$ cat config.mk
export PLATFORM = sky130hd
export DESIGN_NAME = base64url_stream_encoder
export DESIGN_NICKNAME = d
export VERILOG_FILES = /design/src/rtl/core/b64u_pkg.sv /design/src/rtl/core/b64u_front.sv /design/src/rtl/core/b64u_queue.sv /design/src/rtl/core/b64u_back.sv /design/src/rtl/core/base64url_stream_encoder.sv
export SDC_FILE = /design/constraint.sdc
export NUM_CORES = 1
export LEC_CHECK = 0
export ABC_AREA = 1
export BUFFER_PORTS_ARGS = -buffer_cell sky130_fd_sc_hd__buf_4
export CAP_MARGIN = 25
export CELL_PAD_IN_SITES_DETAIL_PLACEMENT = 0
export CELL_PAD_IN_SITES_GLOBAL_PLACEMENT = 1
export CORE_MARGIN = 2
export CORE_UTILIZATION = 54
export DETAILED_ROUTE_END_ITERATION = 16
export MAX_ROUTING_LAYER = met4
export PLACE_DENSITY_LB_ADDON = 0.05
export SLEW_MARGIN = 20
export SYNTH_ARGS = -nofsm -noshare
export SYNTH_HDL_FRONTEND = slang
export SYNTH_HIERARCHICAL = 1
export SYNTH_SLANG_ARGS = --single-unit
export TNS_END_PERCENT = 100
$ cat constraint.sdc
create_clock -name i_clk -period 9.15 [get_ports i_clk]
set_input_delay 0.4575 -clock i_clk [delete_from_list [all_inputs] [get_ports i_clk]]
set_output_delay 0.4575 -clock i_clk [all_outputs]
set_load 0.03 [all_outputs]
$ cat src/rtl/core/b64u_pkg.sv
// Shared types, constants and the sextet-to-character map for the base64url encoder.
// No dependencies.
package b64u_pkg;

    localparam int QUEUE_DEPTH = 2;

    localparam logic [7:0] CH_DASH  = 8'h2D;
    localparam logic [7:0] CH_UNDER = 8'h5F;
    localparam logic [7:0] CH_PAD   = 8'h3D;
    localparam logic [7:0] CH_UP_A  = 8'h41;
    localparam logic [7:0] CH_LO_A  = 8'h61;
    localparam logic [7:0] CH_ZERO  = 8'h30;

    typedef enum logic [1:0] {
        PH_0 = 2'd0,
        PH_1 = 2'd1,
        PH_2 = 2'd2
    } t_phase;

    // One accepted byte's worth of output characters.
    typedef struct packed {
        logic [3:0][7:0] chars;
        logic [1:0]      last_idx;  // index of the entry's last valid char
        logic            fin;       // last char of the entry ends the message
    } t_entry;

    function automatic logic [7:0] sextet_char(input logic [5:0] v);
        logic [7:0] r;
        case (v) inside
            [6'd0:6'd25]:  r = 8'(CH_UP_A + {2'b00, v});
            [6'd26:6'd51]: r = 8'(CH_LO_A + {2'b00, v} - 8'd26);
            [6'd52:6'd61]: r = 8'(CH_ZERO + {2'b00, v} - 8'd52);
            6'd62:         r = CH_DASH;
            default:       r = CH_UNDER;
        endcase
        return r;
    endfunction

endpackage

$ cat src/rtl/core/b64u_front.sv
// Front end: accepts raw bytes, tracks group phase and carry bits, builds one queue entry
// per byte. Depends on b64u_pkg.
module b64u_front (
    input  logic                i_clk,
    input  logic                i_rst_n,
    input  logic                i_tvalid,
    output logic                o_tready,
    input  logic [7:0]          i_tdata,   // [7:0] data_byte
    input  logic                i_tlast,   // end_of_message
    output logic                o_push,
    output b64u_pkg::t_entry    o_entry,
    input  logic                i_full
);

    b64u_pkg::t_phase r_phase, n_phase;
    logic [3:0]       r_carry, n_carry;
    logic             w_acc;

    assign o_tready = !i_full;
    assign w_acc    = i_tvalid && !i_full;
    assign o_push   = w_acc;

    always_ff @(posedge i_clk) begin
        if (!i_rst_n) begin
            r_phase <= b64u_pkg::PH_0;
            r_carry <= 4'd0;
        end else if (w_acc) begin
            r_phase <= n_phase;
            r_carry <= n_carry;
        end
    end

    always_comb begin
        o_entry          = '0;
        o_entry.chars[2] = b64u_pkg::CH_PAD;
        o_entry.chars[3] = b64u_pkg::CH_PAD;
        n_phase          = b64u_pkg::PH_0;
        n_carry          = 4'd0;
        case (r_phase)
            b64u_pkg::PH_1: begin
                o_entry.chars[0] = b64u_pkg::sextet_char({r_carry[1:0], i_tdata[7:4]});
                if (i_tlast) begin
                    o_entry.chars[1] = b64u_pkg::sextet_char({i_tdata[3:0], 2'b00});
                    o_entry.last_idx = 2'd2;
                    o_entry.fin      = 1'b1;
                end else begin
                    n_phase = b64u_pkg::PH_2;
                    n_carry = i_tdata[3:0];
                end
            end
            b64u_pkg::PH_2: begin
                o_entry.chars[0] = b64u_pkg::sextet_char({r_carry, i_tdata[7:6]});
                o_entry.chars[1] = b64u_pkg::sextet_char(i_tdata[5:0]);
                o_entry.last_idx = 2'd1;
                o_entry.fin      = i_tlast;
            end
            default: begin
                o_entry.chars[0] = b64u_pkg::sextet_char(i_tdata[7:2]);
                if (i_tlast) begin
                    o_entry.chars[1] = b64u_pkg::sextet_char({i_tdata[1:0], 4'b0000});
                    o_entry.last_idx = 2'd3;
                    o_entry.fin      = 1'b1;
                end else begin
                    n_phase = b64u_pkg::PH_1;
                    n_carry = {2'b00, i_tdata[1:0]};
                end
            end
        endcase
    end

endmodule

$ cat src/rtl/core/b64u_queue.sv
// Small FIFO of character entries between the front and back ends.
// Depends on b64u_pkg.
module b64u_queue #(
    parameter int DEPTH = b64u_pkg::QUEUE_DEPTH
) (
    input  logic             i_clk,
    input  logic             i_rst_n,
    input  logic             i_push,
    input  b64u_pkg::t_entry i_entry,
    output logic             o_full,
    input  logic             i_pop,
    output logic             o_valid,
    output b64u_pkg::t_entry o_entry
);

    localparam int PW = (DEPTH > 1) ? $clog2(DEPTH) : 1;
    localparam int CW = $clog2(DEPTH + 1);

    b64u_pkg::t_entry r_mem [DEPTH];
    logic [PW-1:0]    r_wr, r_rd;
    logic [CW-1:0]    r_cnt;
    logic             w_push, w_pop;

    assign o_full  = (r_cnt == CW'(DEPTH));
    assign o_valid = (r_cnt != '0);
    assign o_entry = r_mem[r_rd];
    assign w_push  = i_push && !o_full;
    assign w_pop   = i_pop && o_valid;

    always_ff @(posedge i_clk) begin
        if (w_push) begin
            r_mem[r_wr] <= i_entry;
        end
    end

    always_ff @(posedge i_clk) begin
        if (!i_rst_n) begin
            r_wr  <= '0;
            r_rd  <= '0;
            r_cnt <= '0;
        end else begin
            if (w_push) begin
                r_wr <= (r_wr == PW'(DEPTH - 1)) ? '0 : PW'(r_wr + 1'b1);
            end
            if (w_pop) begin
                r_rd <= (r_rd == PW'(DEPTH - 1)) ? '0 : PW'(r_rd + 1'b1);
            end
            if (w_push && !w_pop) begin
                r_cnt <= CW'(r_cnt + 1'b1);
            end else if (w_pop && !w_push) begin
                r_cnt <= CW'(r_cnt - 1'b1);
            end
        end
    end

endmodule

$ cat src/rtl/core/b64u_back.sv
// Back end: unpacks queue entries and sends one character per transfer through an
// output register. Depends on b64u_pkg.
module b64u_back (
    input  logic             i_clk,
    input  logic             i_rst_n,
    input  logic             i_valid,
    input  b64u_pkg::t_entry i_entry,
    output logic             o_pop,
    output logic             o_tvalid,
    input  logic             i_tready,
    output logic [7:0]       o_tdata,   // [7:0] out_char
    output logic             o_tlast    // final_char
);

    b64u_pkg::t_entry r_ent;
    logic             r_busy;
    logic [1:0]       r_idx;
    logic             r_oval;
    logic [7:0]       r_ochar;
    logic             r_olast;
    logic             w_adv, w_done;

    assign o_tvalid = r_oval;
    assign o_tdata  = r_ochar;
    assign o_tlast  = r_olast;

    // output register can take a new character this cycle
    assign w_adv  = !r_oval || i_tready;
    assign w_done = r_busy && (r_idx == r_ent.last_idx);
    assign o_pop  = w_adv && i_valid && (!r_busy || w_done);

    always_ff @(posedge i_clk) begin
        if (w_adv && r_busy) begin
            r_ochar <= r_ent.chars[r_idx];
            r_olast <= r_ent.fin && (r_idx == r_ent.last_idx);
        end
        if (o_pop) begin
            r_ent <= i_entry;
        end
    end

    always_ff @(posedge i_clk) begin
        if (!i_rst_n) begin
            r_busy <= 1'b0;
            r_idx  <= 2'd0;
            r_oval <= 1'b0;
        end else if (w_adv) begin
            r_oval <= r_busy;
            if (o_pop) begin
                r_busy <= 1'b1;
                r_idx  <= 2'd0;
            end else if (w_done) begin
                r_busy <= 1'b0;
                r_idx  <= 2'd0;
            end else if (r_busy) begin
                r_idx <= 2'(r_idx + 1'b1);
            end
        end
    end

endmodule

$ cat src/rtl/core/base64url_stream_encoder.sv
// Base64url stream encoder: one byte in per transfer, one character out per transfer.
// Path: byte -> entry queue -> back-end entry register -> output register.
// Throughput: one character per cycle from the back end while the receiver is ready;
// bytes are taken every cycle until the entry queue fills; then the single-character
// output register paces intake, as each byte yields one to four characters.
// Reset: synchronous active-low i_rst_n clears phase, carry, queue and output valid.
module base64url_stream_encoder #(
    parameter int QUEUE_DEPTH = b64u_pkg::QUEUE_DEPTH
) (
    input  logic       i_clk,
    input  logic       i_rst_n,
    input  logic       s_axis_tvalid,
    output logic       s_axis_tready,
    input  logic [7:0] s_axis_tdata,   // [7:0] data_byte
    input  logic       s_axis_tlast,   // end_of_message
    output logic       m_axis_tvalid,
    input  logic       m_axis_tready,
    output logic [7:0] m_axis_tdata,   // [7:0] out_char
    output logic       m_axis_tlast    // final_char
);

    b64u_pkg::t_entry w_push_ent, w_pop_ent;
    logic             w_push, w_full, w_pop, w_qvalid;

    b64u_front u_front (
        .i_clk    (i_clk),
        .i_rst_n  (i_rst_n),
        .i_tvalid (s_axis_tvalid),
        .o_tready (s_axis_tready),
        .i_tdata  (s_axis_tdata),
        .i_tlast  (s_axis_tlast),
        .o_push   (w_push),
        .o_entry  (w_push_ent),
        .i_full   (w_full)
    );

    b64u_queue #(
        .DEPTH (QUEUE_DEPTH)
    ) u_queue (
        .i_clk   (i_clk),
        .i_rst_n (i_rst_n),
        .i_push  (w_push),
        .i_entry (w_push_ent),
        .o_full  (w_full),
        .i_pop   (w_pop),
        .o_valid (w_qvalid),
        .o_entry (w_pop_ent)
    );

    b64u_back u_back (
        .i_clk    (i_clk),
        .i_rst_n  (i_rst_n),
        .i_valid  (w_qvalid),
        .i_entry  (w_pop_ent),
        .o_pop    (w_pop),
        .o_tvalid (m_axis_tvalid),
        .i_tready (m_axis_tready),
        .o_tdata  (m_axis_tdata),
        .o_tlast  (m_axis_tlast)
    );

endmodule

==> impl_metrics.csv <==
group,metric,value,unit
critical_path,r2r_end,"u_queue/r_mem[0][3]",
cts,hold_buffers,0,
critical_path,crit_start,"u_front/r_carry[0]",
cts,post_cts_buffers,0,
place,port_buffers,23,
critical_path,cp-end-kind,"flop",
timing,fmax,367,MHz
critical_path,critPathKind,"reg2reg",
timing,hold_violations,0,
critical_path,cp-start-kind,"flop",
timing,setup_slack,6.43,ns
cts,cts.sinks,129,
critical_path,r2r.worst_path.cells,11,
timing,relSlewSlack,0.560,
timing,final_max_slew_viol_count,0,
cts,post_cts_resized,0,
global_route,antenna_found_initial,0,
synth,ys_types,45,
job,maxCapViolations,0,
power,power_leakage,3.56,nW
critical_path,required,9.30,ns
critical_path,critPathMostFrequentCell,"nand2_1",
detailed_routing,drt_wl_total,18.3,mm
power,pwr-share-clk,0.275,
critical_path,crit_path_end,"u_queue/r_mem[0][3]",
power,p_sw_frac,0.312,
power,finalPower,2.26,mW
place,dp_hpwl,13.2,mm
floorplan,rows,44,
layout,drive_above_1_share,0.180,
detailed_routing,drc,0,
critical_path,path_cells,"inv_2 > ha_1 > nand2_1 > nand2_1 > nand3_1 > nand2_1 > inv_1 > o21ai_0 > nand3_1 > a21oi_1 > or2_1",
run_status,status,"finished clean",
layout,areaGrowthSynthToFinish,8.69,%
power,p_sw,706,uW
power,intPower,1.55,mW
floorplan,core,14500,um2
critical_path,r2r_slack,6.43,ns
layout,nets,914,
floorplan,initial_core_util,0.552,
floorplan,ioPinCount,24,
place,pre_cts_ws,6.14,ns
synth,ys_seq_area_frac,0.466,
timing,fin_skew,0.0111,ns
layout,final_cell_mix,"174 x nand2_1, 114 x edfxtp_1, 72 x nor2_1",
synth,yosysWarningCount,6,
cts,cts_buffer_depth,2,
cts,cts_tree,"done",
global_route,grt_usage,0.244,
detailed_routing,dr.pass1.iters,5,
floorplan,die_h,126,um
global_route,grt_pass1_vias,5799,
synth,synth_area,7990,um2
timing,fin_crit,2.72,ns
timing,setup_tns,0,ns
timing,rsz0062_at_grt,"false",
detailed_routing,num_vias,5901,
synth,ys_seq_elements,129,
power,power.density,260,nW/um2
critical_path,cp_max_fo,12,
layout,diodes,0,
detailed_routing,post_drt_via_cell_ratio,5.54,
cts,cts_made_buffers,17,
detailed_routing,ant_nets,0,
critical_path,crit_path_max_incr_delay,0.68,ns
critical_path,slowest_stage,"dfxtp_1",
floorplan,dieArea,15800,um2
global_route,grt_first_pass_wirelength,29.6,mm
cts,cts-root-buf,"clkbuf_16",
detailed_routing,avgRoutedWirePerCell,17.2,um
global_route,grt_max_degree,37,
synth,synthTopCellsByArea,"edfxtp_1 43%, nand2_1 8.2%, mux2_4 5.6%",
synth,synth_top_cell_by_area,"edfxtp_1",
synth,postSynthCellCount,851,
place,gp_congestion,0.960,
timing,whs,0.321,ns
synth,synth_top_cell_area_share,0.428,
critical_path,rr_startpoint,"u_front/r_carry[0]",
critical_path,cp_data_arrival_time,2.87,ns
layout,fin_util,0.600,
layout,final_common_cell,"nand2_1",
power,pwr-share-comb,0.293,
cts,htreeDepth,4,
cts,clk_latency,0.41,ns
power,power.share.sequential,0.432,
power,ir_drop,163,uV
global_route,grt_overflow,0,
hold_path,hp-class,"in2reg",
timing,fin_crit_sh,0.298,
detailed_routing,drt_iter0_drc,460,
floorplan,dieWidth,126,um
timing,tightest_slew,0.659,ns
cts,clkTransAtPathRegs,0.05,ns
timing,setup_viol,0,
synth,syn_avg_cell_area,9.39,um2
==> kinds of logic (layout without fill, tap and decap cells) <==
kind of cell	Yosys count	after routing	share of synthesized area
fa+ha+maj	33	33	0.0517
mux	35	35	0.0634
buf+inv	127	143	0.0914
other cells	2	16	0.000939
flops	129	129	0.466
compound gates	143	143	0.0989
xor+xnor	18	18	0.0197
simple gates	364	364	0.208
==> worst min-delay path by stage <==
stage                            start                  end  cells after the start
floorplan           u_front/r_phase[0]   u_front/r_phase[0]                      2
global placement    u_front/r_phase[0]   u_front/r_phase[0]                      2
detailed placement  u_front/r_phase[0]   u_front/r_phase[0]                      2
CTS                       s_axis_tlast  u_queue/r_mem[0][0]                      1
global route              s_axis_tlast  u_queue/r_mem[1][0]                      1
finish                    s_axis_tlast  u_queue/r_mem[1][0]                      1
==> routing by layer <==
| layer | track usage | vias to the layer above | wire (um) |
|---|---|---|---|
| li1 | - | 2896 | - |
| met1 | 0.296 | 2786 | 7950 |
| met2 | 0.404 | 164 | 9010 |
| met3 | 0.0344 | 55 | 686 |
| met5 | - | - | 0 |
| met4 | 0.117 | 0 | 667 |
==> area by class of cell <==
class,instances,area (um2)
clock inverter,5,25.0
multi-input combinational,609,3610
clock buffer,27,536
timing repair buffer,28,230
sequential,129,3720
fill,1227,5790
tap,184,230
inverter,83,334
==> power by group through the flow <==
| stage | Clock [mW] | Sequential [mW] | Combinational [mW] |
|---|---|---|---|
| after floorplan | 0 | 0.992 | 0.509 |
| after CTS | 0.630 | 0.981 | 0.647 |
| after global routing | 0.656 | 0.995 | 0.723 |
| final | 0.621 | 0.977 | 0.663 |
| after global placement | 0 | 0.986 | 0.629 |
| after detailed placement | 0 | 0.990 | 0.644 |
==> state kept, by name, summed over array words and instances (netlist names), named ones only <==
signal           cells
u_back/o_tlast       1
u_front/r_carry      4
u_queue/r_mem       70
u_front/r_phase      2
u_queue/r_cnt        2
u_back/o_tdata       8
u_back/r_ent        35
u_back/r_idx         2
u_queue/r_wr         1
u_back/o_tvalid      1
u_queue/r_rd         1
u_back/r_busy        1
==> through the flow <==
stage	area (um2)	instances
after CTS	8660	1064
after detailed placement	8100	1032
after floorplan	8050	865
after global routing	8690	1065
after global placement	8100	1032
final	8690	1065
==> worst max-delay path: cells and delay by family (launching register included) <==
| kind | cells | cell delay, ns |
|---|---|---|
| fa+ha+maj | 1 | 0.30 |
| flops | 1 | 0.68 |
| simple gates | 6 | 0.89 |
| buf+inv | 2 | 0.42 |
| compound gates | 2 | 0.17 |
==> cell usage after synthesis (all sizes together) <==
cell type,n
a21boi,1
a21oi,45
a221oi,1
a22oi,1
a31oi,3
a41oi,1
buf,41
clkbuf,3
clkinv,2
conb,2
dfxtp,15
edfxtp,114
ha,33
inv,81
mux2,35
nand2,198
nand3,60
nand4,13
nor2,86
nor3,6
o211ai,3
o21a,1
o21ai,71
o21bai,6
o22ai,8
o31ai,2
or2,1
xnor2,8
xor2,10
No activity file was read; power rests on OpenSTA's default activity.
